## config.mk

```make
export PLATFORM = sky130hd
export DESIGN_NAME = lprt_out
export DESIGN_NICKNAME = d
export VERILOG_FILES = /design/src/hdl/lprt_pkg.sv /design/src/hdl/lprt_out.sv
export SDC_FILE = /design/constraint.sdc
export NUM_CORES = 1
export LEC_CHECK = 0
export BUFFER_PORTS_ARGS = -buffer_cell sky130_fd_sc_hd__buf_2
export CAP_MARGIN = 10
export CORE_UTILIZATION = 50
export DETAILED_ROUTE_END_ITERATION = 12
export GPL_TIMING_DRIVEN = 1
export HOLD_SLACK_MARGIN = 0.1
export MAX_ROUTING_LAYER = met4
export PLACE_DENSITY = 0.81
export SETUP_SLACK_MARGIN = 0.4
export SLEW_MARGIN = 20
export SYNTH_ARGS = -nofsm -noshare
export SYNTH_HDL_FRONTEND = slang
export SYNTH_SLANG_ARGS = --single-unit
```

## constraint.sdc

```tcl
create_clock -name clk_i -period 9.8 [get_ports clk_i]
set_input_delay 1.96 -clock clk_i [delete_from_list [all_inputs] [get_ports clk_i]]
set_output_delay 1.96 -clock clk_i [all_outputs]
set_load 0.01 [all_outputs]
```

## src/hdl/lprt_pkg.sv

```systemverilog
// Shared types and constants for the longest prefix route table.
package lprt_pkg;

  // Number of route slots, one cell each.
  localparam int unsigned Entries = 16;

  typedef enum logic [1:0] {
    ACT_LOOKUP = 2'd0,
    ACT_ADD    = 2'd1,
    ACT_DELETE = 2'd2
  } action_e;

  typedef enum logic [1:0] {
    ST_OK   = 2'd0,
    ST_FULL = 2'd1,
    ST_MISS = 2'd2
  } status_e;

  // Request token that walks the chain, one cell per cycle.
  // hit means: lookup found a route, add placed the entry, delete found the prefix.
  typedef struct packed {
    action_e     action;
    logic [31:0] address;
    logic [31:0] prefix_mask;
    logic [31:0] gateway;
    logic        is_direct;
    logic        hit;
    logic [31:0] best_mask;
    logic [31:0] best_hop;
    logic        best_direct;
  } tok_t;

  // Contents of one route slot.
  typedef struct packed {
    logic        valid;
    logic [31:0] prefix;
    logic [31:0] mask;
    logic [31:0] next_hop;
    logic        direct;
  } slot_t;

  // One result item.
  typedef struct packed {
    status_e     status;
    logic [31:0] hop_address;
    logic        route_direct;
    logic [31:0] match_mask;
  } res_t;

endpackage

```

## src/hdl/lprt_out.sv

```systemverilog
// Turns the finished token into a result and holds it in an output register
// with one skid entry behind it.
module lprt_out (
  input  logic           clk_i,
  input  logic           rst_ni,
  input  logic           tok_valid_i,
  input  lprt_pkg::tok_t tok_i,
  input  logic           out_stall_i,
  output logic           out_valid_o,
  output lprt_pkg::res_t res_o,
  output logic           skid_full_o
);

  lprt_pkg::res_t res_d;
  lprt_pkg::res_t out_q, skid_q;
  logic           out_valid_q, out_valid_d;
  logic           skid_valid_q, skid_valid_d;
  logic           out_free;
  logic           load_out, out_from_skid, load_skid;

  // Build the result from the final token
  always_comb begin
    res_d.status       = lprt_pkg::ST_MISS;
    res_d.hop_address  = '0;
    res_d.route_direct = 1'b0;
    res_d.match_mask   = '0;
    unique case (tok_i.action)
      lprt_pkg::ACT_LOOKUP: begin
        if (tok_i.hit) begin
          res_d.status       = lprt_pkg::ST_OK;
          res_d.hop_address  = tok_i.best_hop;
          res_d.route_direct = tok_i.best_direct;
          res_d.match_mask   = tok_i.best_mask;
        end
      end
      lprt_pkg::ACT_ADD:    res_d.status = tok_i.hit ? lprt_pkg::ST_OK : lprt_pkg::ST_FULL;
      lprt_pkg::ACT_DELETE: res_d.status = tok_i.hit ? lprt_pkg::ST_OK : lprt_pkg::ST_MISS;
      default: ;
    endcase
  end

  assign out_free = !out_valid_q || !out_stall_i;

  // Steer the result into the output register or the skid entry
  always_comb begin
    out_valid_d   = out_valid_q;
    skid_valid_d  = skid_valid_q;
    load_out      = 1'b0;
    out_from_skid = 1'b0;
    load_skid     = 1'b0;
    priority if (out_free && skid_valid_q) begin
      out_valid_d   = 1'b1;
      load_out      = 1'b1;
      out_from_skid = 1'b1;
      skid_valid_d  = tok_valid_i;
      load_skid     = tok_valid_i;
    end else if (out_free) begin
      out_valid_d = tok_valid_i;
      load_out    = tok_valid_i;
    end else begin
      // hold the output; park a finished result in the skid entry
      skid_valid_d = skid_valid_q || tok_valid_i;
      load_skid    = tok_valid_i;
    end
  end

  always_ff @(posedge clk_i or negedge rst_ni) begin
    if (!rst_ni) begin
      out_valid_q  <= 1'b0;
      skid_valid_q <= 1'b0;
    end else begin
      out_valid_q  <= out_valid_d;
      skid_valid_q <= skid_valid_d;
    end
  end

  always_ff @(posedge clk_i) begin
    if (load_out) begin
      out_q <= out_from_skid ? skid_q : res_d;
    end
    if (load_skid) begin
      skid_q <= res_d;
    end
  end

  assign out_valid_o = out_valid_q;
  assign res_o       = out_q;
  assign skid_full_o = skid_valid_q;

`ifndef ASSERT_OFF
  a_skid_behind_out: assert property (@(posedge clk_i) disable iff (!rst_ni)
    skid_valid_q |-> out_valid_q)
    else $error("skid entry held without an output result");
  a_skid_no_token: assert property (@(posedge clk_i) disable iff (!rst_ni)
    skid_valid_q |-> !tok_valid_i)
    else $error("token finished while skid entry full");
`endif

endmodule

```

Word-level counts from Yosys, hierarchy flattened
Index checks and enable logic that the tools add are counted. Widths: inputs -> output; s select.

Output and inout bits: 69. Logic and storage cells: 35. Bits of input ports: 169. Flip-flop bits (word level): 136.

Reductions and logical operators: 7. Equal/unequal tests: 3. Muxes and demuxes: 15.

Operators by type and width (number): $mux 67 (2); $mux 65 (1); $mux 1 (10); $pmux 2 s3 (1); $eq 2x1->1 const B (1); $eq 2x2->1 const B (1); $logic_not 1->1 (2); $logic_not 2->1 (1); $logic_or 1x1->1 (2); $mux 2 (1); $ne 2x1->1 const B (1); $reduce_bool 2->1 (1); $logic_and 1x1->1 (1).

Logic depth before layout (Yosys ltp)
Depth in word-level cells: 5. Mapped depth: 6. Mapped depth without buffers: 3.

Least setup slack after synthesis
Ideal clock, no wire load.

Path type: input -> register. Start: input port tok_valid_i. End: register out_q, in the netlist res_o[0] (enable). Buffers on the path: 0. Required time: 9.286 ns. Setup time: 0.514 ns. Cell stages on the path: 2. Arrival: 5.281 ns. Setup slack: 4.004 ns. Cell sequence: nor2_1 > a21oi_1.

Word-level cells in the longest chain between the ends: 2.

RTL lines: start, declared (RTL line lprt_out.sv:6) `input logic tok_valid_i,`; $mux 1 (RTL line lprt_out.sv:57) `end else if (out_free) begin`; $mux 1 (RTL line lprt_out.sv:51) `priority if (out_free && skid_valid_q) begin`; named net load_out (RTL line lprt_out.sv:19) `logic load_out, out_from_skid, load_skid;`; end signal, assigned (RTL line lprt_out.sv:79) `out_q <= out_from_skid ? skid_q : res_d;`; end, declared (RTL line lprt_out.sv:15) `lprt_pkg::res_t out_q, skid_q;`.

The timed path passes the listed nets, and every way through them passes these cells. A chain may end at the register's enable or synchronous reset.

Worst setup path in the final report
Start: input port out_stall_i. End: register out_q, in the netlist res_o[5], data pin.

Word-level cells in the longest chain between the ends: 5.

RTL lines: start, declared (RTL line lprt_out.sv:8) `input logic out_stall_i,`; $logic_not 1->1 (RTL line lprt_out.sv:42) `assign out_free = !out_valid_q || !out_stall_i;`; $logic_or 1x1->1 (RTL line lprt_out.sv:42); $logic_and 1x1->1 (RTL line lprt_out.sv:51); $mux 1 (RTL line lprt_out.sv:51); $mux 67 (RTL line lprt_out.sv:79).

Every way passes these cells.

==> out/metrics.csv <==
metric,value,unit
vias,3144,
maximum VDD drop,0.1131,mV
cts repair resizes,0,
slew margin rel.,27.31,%
initial antenna violation count,0,
Via density,5.284,
Die H,107.5,um
HPWL after detailed placement,6.269,mm
R2R setup slack,7.64,ns
PD cells,213.7,nW/um2
worst skew pair latency,0.51,ns
post-route setup TNS,0,ns
sequential area share after synthesis,73.17,%
Worst-Margin Slew,1.090,ns
Total Die Area,11560,um2
Final nets,612,
remaining antenna violation count,0,
post-layout min period,3.278,ns
Post-CTS Hold Buffers,0,
Sw Ratio,22.03,%
synthesis-to-finish area growth,24.31,%
FF-to-FF End,res_o[5],
Crit Path Class,primary input to register,
Final period util,33.45,%
RD Place Congestion,0.7131,
final number of hold-violating endpoints,0,
postcts setup bufs,0,
CTS max path bufs,2,
Startpoint Class,primary input,
Synth top area share,72.27,%
Cell variety after synth,17,
vias in the first global route,3095,
row count,38,
Hold Path Depth,1,
Critical Path RT,10.06,ns
combinational share of power,10.2,%
htree depth,4,
syn avg cell area,18.38,um2
Port Buffer Count,140,
Seq pwr share,48.4,%
I/O pin total,238,
DR iter-0 viols,187,
core area,10840,um2
Worst Skew,0.007296,ns
Num CTS Buffers,17,
ANT cells,0,
Synth Cell Area,5568,um2
post-synth net total,472,
Die W,107.5,um
RSZ-0062 raised after global routing,false,
grt ovf,0,
WL final,10.47,mm
share of cells above drive strength 1,53.41,%
hold endpoint,res_o[2],
wire length of the first global-routing pass,16.06,mm
Worst R2R Path Depth,3,
Seq cells post-synth,136,
CTS tree,built,
# DRC,0,
Critical R2R Launch,out_valid_o,
drt pass-1 iters,4,
All-Layer GR Usage,19.45,%
internal power,1.153,mW
Hold Path Origin,skid_q[2],
average wire per cell in the routed design,17.59,um
Finish-stage setup viols,0,
Clk network pwr share,41.4,%
clk sink count,136,
initial core utilization,51.36,%
synth top area cells,"edfxtp_1, mux2_4, mux2_2",
largest net degree at the start of global routing,68,
total power,1.479,mW
Max Cap Violations,0,
yosys warns,0,
"area leader, netlist",edfxtp_1,
Mapped Cells,303,
status,"complete, no violations",
clk root buf,clkbuf_8,
crit path capture type,register,
critical path arrival,3.54,ns
CP max FO,67,
fin. max-slew vios,0,
P_sw,0.3258,mW
Clock transition at path regs,0.06,ns
P_leak,3.030,nW
Worst Hold Class,register to register,
fmax,305.1,MHz
## how the worst max path moves through the flow
stage | start | endpoint | slack, ns | cells past startpoint
2_1_floorplan | tok_valid_i | res_o[0] | 4.00 | 2
3_3_place_gp | out_stall_i | res_o[4] | 6.03 | 4
3_5_place_dp | out_stall_i | res_o[3] | 5.99 | 4
4_1_cts | out_stall_i | res_o[0] | 6.55 | 4
5_1_grt | out_stall_i | res_o[0] | 6.46 | 4
6_report | out_stall_i | res_o[5] | 6.52 | 4
## sequential cells by signal, indices dropped and copies added (netlist names)
name and cells:
res_o 67, out_valid_o 1, skid_full_o 1, skid_q 67
## synth_stat cells
| library cell | instances |
|---|---|
| buf_12 | 3 |
| o21ai_0 | 1 |
| mux2_2 | 37 |
| buf_6 | 1 |
| nor2_1 | 2 |
| clkbuf_1 | 13 |
| nor2b_1 | 1 |
| edfxtp_1 | 134 |
| buf_8 | 1 |
| nor3b_1 | 1 |
| nand2_1 | 4 |
| buf_2 | 4 |
| mux2_4 | 30 |
| and2_4 | 1 |
| dfrtp_1 | 2 |
| and3_1 | 65 |
| a21oi_1 | 3 |
## critical path: stages
cell and delay (ns):
buf_2 0.13, nand2_1 0.10, and2_4 0.85, mux2_2 0.43
## through the flow
step	cells	worst slack, ns	area, um2	hold slack [ns]	utilization (%)
2_1_floorplan	303	4.004	5568	0.5231	-
3_3_place_gp	563	6.027	6330	0.5308	58.39
3_5_place_dp	564	5.994	6350	0.5310	58.58
4_1_cts	595	6.545	6922	0.5439	63.85
5_1_grt	595	6.460	6922	0.5515	63.85
6_report	595	6.522	6922	0.5383	63.85
## power by group through the flow
stage	Clock, mW	Combinational, mW	Sequential [mW]
2_1_floorplan	0	0.0802	0.747
3_3_place_gp	0	0.149	0.725
3_5_place_dp	0	0.154	0.728
4_1_cts	0.627	0.154	0.716
5_1_grt	0.647	0.164	0.720
6_report	0.612	0.152	0.716
## kinds of logic (layout without fill, tap and decap cells)
family          count (synthesis)  after routing  share of synthesized area, %
simple gates                   74             74                         8.112
compound gates                  4              4                        0.3594
mux                            67             67                         15.57
buf+inv                        22            174                         2.787
flops                         136            136                         73.17
## final cells by class
cell class / instances / area, um2
tap: 140 / 175.2
multi-input combinational: 145 / 1365
timing repair buffer: 143 / 735.7
clock buffer: 17 / 414.1
fill: 787 / 3919
sequential: 136 / 4074
clock inverter: 14 / 157.7
## placed cells by master (no fill, tap or decap)
cell       Yosys  routed
clkbuf_16      0      16
buf_4          0       2
clkbuf_8       0       1
o21ai_0        1       1
clkinv_2       0       5
inv_6          0       1
nor2b_4        0       1
bufinv_16      0       3
clkinv_4       0       3
and3_1        65      65
buf_12         3       1
a21oi_1        3       2
dfrtp_1        2       2
clkinv_1       0       2
nand2_1        4       4
buf_2          4     140
nor2_1         2       1
edfxtp_1     134     134
mux2_4        30      30
and2_4         1       1
nor3b_1        1       1
mux2_2        37      37
nor2_4         0       1
a21oi_4        0       1
## routing by layer
metal  GRT usage (%)  vias up  part of all wire, %  routed length [um]
met3           6.114       12                  5.8                 609
met2           29.99      116                   50                5210
met1           24.20     1553                   43                4513
met4           7.143        0                  1.3                 135
met5               -        -                    0                   0
li1                -     1463                    -                   -
Power figures use the tool's default switching activity.
