===== config.mk =====
export PLATFORM = sky130hd
export DESIGN_NAME = lprt_cell
export DESIGN_NICKNAME = d
export VERILOG_FILES = /design/src/hdl/lprt_pkg.sv /design/src/hdl/lprt_cell.sv
export SDC_FILE = /design/constraint.sdc
export NUM_CORES = 1
export LEC_CHECK = 0
export BUFFER_PORTS_ARGS = -buffer_cell sky130_fd_sc_hd__buf_2
export CORE_AREA = 2 2 204 206
export DETAILED_ROUTE_END_ITERATION = 8
export DIE_AREA = 0 0 206 208
export GPL_ROUTABILITY_DRIVEN = 0
export HOLD_SLACK_MARGIN = 0.15
export PLACE_DENSITY = 0.6
export SETUP_SLACK_MARGIN = 0.02
export SKIP_LAST_GASP = 1
export SYNTH_ARGS = -nofsm -noshare
export SYNTH_HDL_FRONTEND = slang
export SYNTH_SLANG_ARGS = --single-unit

===== constraint.sdc =====
create_clock -name clk_i -period 7.6 [get_ports clk_i]
set_clock_uncertainty 0.05 [all_clocks]
set_input_delay 1.52 -clock clk_i [delete_from_list [all_inputs] [get_ports clk_i]]
set_output_delay 1.52 -clock clk_i [all_outputs]
set_load 0.05 [all_outputs]

===== src/hdl/lprt_pkg.sv =====
// Shared types and constants for the longest prefix route table.
package lprt_pkg;

  // Number of route slots, one cell each.
  localparam int unsigned Entries = 16;

  typedef enum logic [1:0] {
    ACT_LOOKUP = 2'd0,
    ACT_ADD    = 2'd1,
    ACT_DELETE = 2'd2
  } action_e;

  typedef enum logic [1:0] {
    ST_OK   = 2'd0,
    ST_FULL = 2'd1,
    ST_MISS = 2'd2
  } status_e;

  // Request token that walks the chain, one cell per cycle.
  // hit means: lookup found a route, add placed the entry, delete found the prefix.
  typedef struct packed {
    action_e     action;
    logic [31:0] address;
    logic [31:0] prefix_mask;
    logic [31:0] gateway;
    logic        is_direct;
    logic        hit;
    logic [31:0] best_mask;
    logic [31:0] best_hop;
    logic        best_direct;
  } tok_t;

  // Contents of one route slot.
  typedef struct packed {
    logic        valid;
    logic [31:0] prefix;
    logic [31:0] mask;
    logic [31:0] next_hop;
    logic        direct;
  } slot_t;

  // One result item.
  typedef struct packed {
    status_e     status;
    logic [31:0] hop_address;
    logic        route_direct;
    logic [31:0] match_mask;
  } res_t;

endpackage


===== src/hdl/lprt_cell.sv =====
// One route slot. Applies the passing token to its slot and hands the token on.
module lprt_cell (
  input  logic           clk_i,
  input  logic           rst_ni,
  input  logic           tok_valid_i,
  input  lprt_pkg::tok_t tok_i,
  input  lprt_pkg::slot_t nbr_i,
  output logic           tok_valid_o,
  output lprt_pkg::tok_t tok_o,
  output lprt_pkg::slot_t slot_o
);

  logic            valid_q, valid_d;
  logic [31:0]     prefix_q, prefix_d;
  logic [31:0]     mask_q, mask_d;
  logic [31:0]     hop_q, hop_d;
  logic            direct_q, direct_d;
  logic            tok_valid_q;
  lprt_pkg::tok_t  tok_q, tok_d;
  logic            match;

  assign match = valid_q && ((tok_i.address & mask_q) == (prefix_q & mask_q));

  // Apply the token to this slot
  always_comb begin
    tok_d    = tok_i;
    valid_d  = valid_q;
    prefix_d = prefix_q;
    mask_d   = mask_q;
    hop_d    = hop_q;
    direct_d = direct_q;
    if (tok_valid_i) begin
      unique case (tok_i.action)
        lprt_pkg::ACT_LOOKUP: begin
          // later slot wins on equal masks
          if (match && (!tok_i.hit || (mask_q >= tok_i.best_mask))) begin
            tok_d.hit         = 1'b1;
            tok_d.best_mask   = mask_q;
            tok_d.best_hop    = direct_q ? tok_i.address : hop_q;
            tok_d.best_direct = direct_q;
          end
        end
        lprt_pkg::ACT_ADD: begin
          // first free slot takes the new route
          if (!valid_q && !tok_i.hit) begin
            tok_d.hit = 1'b1;
            valid_d   = 1'b1;
            prefix_d  = tok_i.address;
            mask_d    = tok_i.prefix_mask;
            hop_d     = tok_i.gateway;
            direct_d  = tok_i.is_direct;
          end
        end
        lprt_pkg::ACT_DELETE: begin
          // from the matching slot onward, pull the next slot down
          if (tok_i.hit || (valid_q && (prefix_q == tok_i.address))) begin
            tok_d.hit = 1'b1;
            valid_d   = nbr_i.valid;
            prefix_d  = nbr_i.prefix;
            mask_d    = nbr_i.mask;
            hop_d     = nbr_i.next_hop;
            direct_d  = nbr_i.direct;
          end
        end
        default: ;
      endcase
    end
  end

  // Control state
  always_ff @(posedge clk_i or negedge rst_ni) begin
    if (!rst_ni) begin
      valid_q     <= 1'b0;
      tok_valid_q <= 1'b0;
    end else begin
      valid_q     <= valid_d;
      tok_valid_q <= tok_valid_i;
    end
  end

  // Slot payload and token payload
  always_ff @(posedge clk_i) begin
    prefix_q <= prefix_d;
    mask_q   <= mask_d;
    hop_q    <= hop_d;
    direct_q <= direct_d;
    tok_q    <= tok_d;
  end

  assign tok_valid_o     = tok_valid_q;
  assign tok_o           = tok_q;
  assign slot_o.valid    = valid_q;
  assign slot_o.prefix   = prefix_q;
  assign slot_o.mask     = mask_q;
  assign slot_o.next_hop = hop_q;
  assign slot_o.direct   = direct_q;

endmodule


### Word level (Yosys, flattened, before mapping)

Cells that the tools add are included.

| word-level totals | value |
|---|---|
| register bits | 264 |
| bits of input ports | 266 |
| output and inout port bits | 264 |
| word-level logic and storage cells | 57 |

| cells by class | value |
|---|---|
| $lt $le $gt $ge | 1 |
| equality and inequality tests | 6 |
| mux-type cells | 22 |
| bitwise operators | 2 |
| reductions and logical operators | 11 |

Operators by type and width:

| operator | count |
|---|---|
| $mux W32 | 7 |
| $pmux W32 S2 | 3 |
| $mux W66 | 2 |
| $mux W65 | 1 |
| $and A32 B32 Y32 | 2 |
| $eq A32 B32 Y1 | 2 |
| $ge A32 B32 Y1 | 1 |
| $mux W1 | 6 |
| $logic_and A1 B1 Y1 | 4 |
| $ne A2 B2 Y1 const B | 2 |
| $pmux W1 S2 | 2 |
| $reduce_and A4 Y1 | 1 |
| $pmux W1 S3 | 1 |
| $eq A2 B1 Y1 const B | 1 |
| $eq A2 B2 Y1 const B | 1 |
| $logic_not A1 Y1 | 2 |
| $logic_not A2 Y1 | 1 |
| $logic_or A1 B1 Y1 | 2 |
| $reduce_bool A2 Y1 | 1 |

### Logic depth before layout (Yosys ltp)

| logic depth | value |
|---|---|
| word-level depth | 7 |
| mapped depth | 11 |
| gate-level depth less buffers | 9 |

### Worst setup path before layout

OpenSTA, ideal clock, no wires.

| path | value |
|---|---|
| path type | input-to-reg |
| from | in tok_i[163] (netlist name) |
| to | reg direct_q, enable pin |
| setup time | 0.554 ns |
| data arrival time | 6.545 ns |
| data required time | 6.996 ns |
| path slack | 0.451 ns |
| stages on the path | 6 |
| path buffers | 2 |
| cells stage by stage | inv_1 > ha_1 > clkbuf_1 > clkbuf_1 > o211ai_1 > nor2_1 |

| between the ends | value |
|---|---|
| longest elaborated chain between the ends | 3 |
| elaborated cells between the ends (all ways) | 6 |
| those cells by class | eq/ne (4); reduce/logical (2) |

Ends and longest elaborated chain:

| item | RTL line | RTL |
|---|---|---|
| start, declared | lprt_cell.sv:6 | `input lprt_pkg::tok_t tok_i,` |
| $eq A2 B2 Y1 / $eq A2 B1 Y1 (equally long branches) | lprt_cell.sv:33 | `unique case (tok_i.action)` |
| $ne A2 B2 Y1 (no source line) / $reduce_bool A2 Y1 (equally long branches) | - |  |
| $reduce_and A4 Y1 (no source line) (*) | - |  |
| end signal, assigned | lprt_cell.sv:86 | `direct_q <= direct_d;` |
| end, declared | lprt_cell.sv:17 | `logic direct_q, direct_d;` |

Every way passes the cells marked *; elsewhere a longest branch is shown, timed or not.
A chain may end at the register's enable or synchronous reset.

==> out/summary.txt <==
DRC viols: 0
largest net degree at the start of global routing: 82
Die Ht: 208 um
CP Class: in2reg
Tcrit/Tclk final: 0.593
gr usage total: 0.168
CP arrival: 4.90 ns
Area contributors post-synth: dfxtp_1 33%, edfxtp_1 29%, mux2_2 16%
instance count of the mapped netlist: 683
unrepaired setup endpoints after global routing: no
DIE AREA: 42800 um2
Yosys cell types: 40
Cell Pwr Density: 256 nW/um2
area fraction of the dominant cell type after synthesis: 0.329
Setup Buffers After CTS: 0
Inst Count DP: 1725
Finished Layout Cells: 1778
H-tree level count: 1
Via density: 4.27
vias in the first global route: 8090
commonest non-fill, non-tap cell in the layout: buf_2
Setup crit start kind: input pin
core area: 40600 um2
initial antenna violation count: 2
Yosys reg bits: 264
Inserted Diodes: 0
Num CTS Buffers: 29
Synth area leader: dfxtp_1
nets: 1526
Final Hold Vio Count: 0
final wirelength: 37200 um
count of flip-flops with a built-in enable after synthesis: 97
HPWL after detailed placement: 30000 um
fmax: 222 MHz
DRT Pass-1 Iters: 4
Setup crit end: tok_o[11]$_DFF_P_
CP Data Required Time: 7.99 ns
iteration-0 DRC count of the detailed router: 278
Min Clock Period, post-route: 4.51 ns
reg2reg end: tok_o[11]$_DFF_P_
most frequent cells in the layout: 529 x buf_2, 165 x dfxtp_1, 144 x mux2_2, 97 x edfxtp_1, 50 x mux2_1
Primary FF master, synth: dfxtp_1
clock sink count: 264
Hold WC Path Type: reg2reg
VDD IR max: 189 uV
CP Max Fanout: 24
worst rel slew slack: 0.329
kind of end point of the critical path: flop
static leakage: 6.45 nW
worst reg-to-reg setup slack: 3.73 ns
R2R cell count: 8
grt ovf: 0
RR Startpoint: prefix_q[16]$_DFFE_PP_
Std-Cell Rows: 74
worst-margin pin slew: 1.00 ns
Post-synth ARST share: 0.00758
Synth Warn #: 0
# fillers: 4056
status: finished, final reports clean
num ports: 530
Sequential cell area: 6270 um2
CTS tree: yes
Post-DRT Antenna Nets: 0
Final Slew Violations: 0
Final Power: 3.66 mW
Root Buffer: clkbuf_16
CP Launch Point: tok_i[160]
vias after detailed routing: 7595
sequential area share after synthesis: 0.623
Post-CTS Hold Buffers: 0
Setup Total Neg Slack: 0 ns
Layout area overhead: 42.2%
clock slew at reported path FFs: 0.06 ns
Final Setup Violations: 0
area of the multi-input gates: 3520 um2
Mean Syn Cell Area: 14.7 um2
port buffer count: 529
initial core utilization: 0.248
clock latency on the worst-skew pair: 0.57 ns
share of cells above drive strength 1: 0.584
Post-Syn Area: 10100 um2
Die Wd: 206 um
routed wire length per instance: 20.9 um
Clock Path Buffers: 3
Post-Syn Nets: 985
Maximum Capacitance Violations: 0
post-CTS sizing: 0
first-pass GRT wire length: 52800 um
layout make-up:
type	count	area share
Sequential cell	264	0.438
Multi-Input combinational cell	355	0.247
Timing Repair Buffer	534	0.189
Clock buffer	44	0.0626
Tap cell	532	0.0466
Inverter	40	0.0105
Clock inverter	9	0.00691
where the power goes:
| part | total, mW | internal (mW) | switching (mW) |
|---|---|---|---|
| registers | 1.59 | 1.55 | 0.0416 |
| clock network | 1.46 | 0.875 | 0.582 |
| logic | 0.612 | 0.186 | 0.426 |
cell usage after synthesis (3+ instances only):
| master | instances |
|---|---|
| dfxtp_1 | 165 |
| mux2_2 | 144 |
| edfxtp_1 | 97 |
| mux2_1 | 50 |
| inv_1 | 40 |
| ha_1 | 36 |
| xor2_1 | 32 |
| clkbuf_1 | 15 |
| a21oi_1 | 9 |
| nand3_1 | 9 |
| nor4_1 | 8 |
| o21ai_0 | 8 |
| nand2_1 | 7 |
| nand4_1 | 7 |
| nor2_1 | 7 |
| a221oi_1 | 6 |
| a22o_1 | 5 |
| a22oi_1 | 5 |
| buf_6 | 5 |
| a21o_1 | 3 |
| buf_4 | 3 |
metal layers:
layer / vias to the layer above / global-route usage / share of wire
met5: - / 0 / 0.00035
met4: 2 / 0.0362 / 0.019
met3: 42 / 0.0398 / 0.068
met2: 328 / 0.305 / 0.51
met1: 3643 / 0.199 / 0.40
li1: 3580 / - / -
through the flow:
| stage | hold WS, ns | util | area (um2) | setup slack (ns) |
|---|---|---|---|---|
| floorplan | 0.541 | - | 10100 | 0.451 |
| finish | 0.562 | 0.353 | 14300 | 3.09 |
| detailed placement | 0.550 | 0.328 | 13300 | 2.49 |
| CTS | 0.552 | 0.353 | 14300 | 3.07 |
| global route | 0.575 | 0.353 | 14300 | 2.86 |
| global placement | 0.538 | 0.328 | 13300 | 2.48 |
flip-flops by register name, summed over array words and instances, names as in the netlist:
signal,cells
mask_q,32
hop_q,32
tok_o,165
prefix_q,32
tok_valid_o,1
valid_q,1
direct_q,1
worst min path at each step:
stage          cells after the start  slack (ns)                   to                start
2_1_floorplan                      2        0.54  valid_q$_DFFE_PN0P_  valid_q$_DFFE_PN0P_
3_3_place_gp                       2        0.54    tok_o[17]$_DFF_P_  hop_q[16]$_DFFE_PP_
3_5_place_dp                       2        0.55    tok_o[32]$_DFF_P_  hop_q[31]$_DFFE_PP_
4_1_cts                            2        0.55    tok_o[10]$_DFF_P_   hop_q[9]$_DFFE_PP_
5_1_grt                            2        0.57    tok_o[10]$_DFF_P_   hop_q[9]$_DFFE_PP_
6_report                           2        0.56    tok_o[10]$_DFF_P_   hop_q[9]$_DFFE_PP_
logic make-up (layout without fill, tap and decap cells):
group           count (synthesis)  count (layout)  share of synthesized area
mux                           194             194                      0.217
flops                         264             264                      0.623
buf+inv                        64             627                     0.0289
simple gates                   44              44                     0.0234
fa+ha+maj                      36              36                     0.0448
xor+xnor                       32              32                     0.0279
compound gates                 49              49                     0.0346
critical path, stage by stage:
cell and delay (ns):
buf_2 0.14, xor2_1 0.23, a22o_1 0.26, a221oi_1 0.23, nand4_1 0.18, or4_1 0.53, nor3b_4 0.85, buf_4 0.50
mux2_2 0.39
Note: power is estimated with default switching activity, not from simulation.
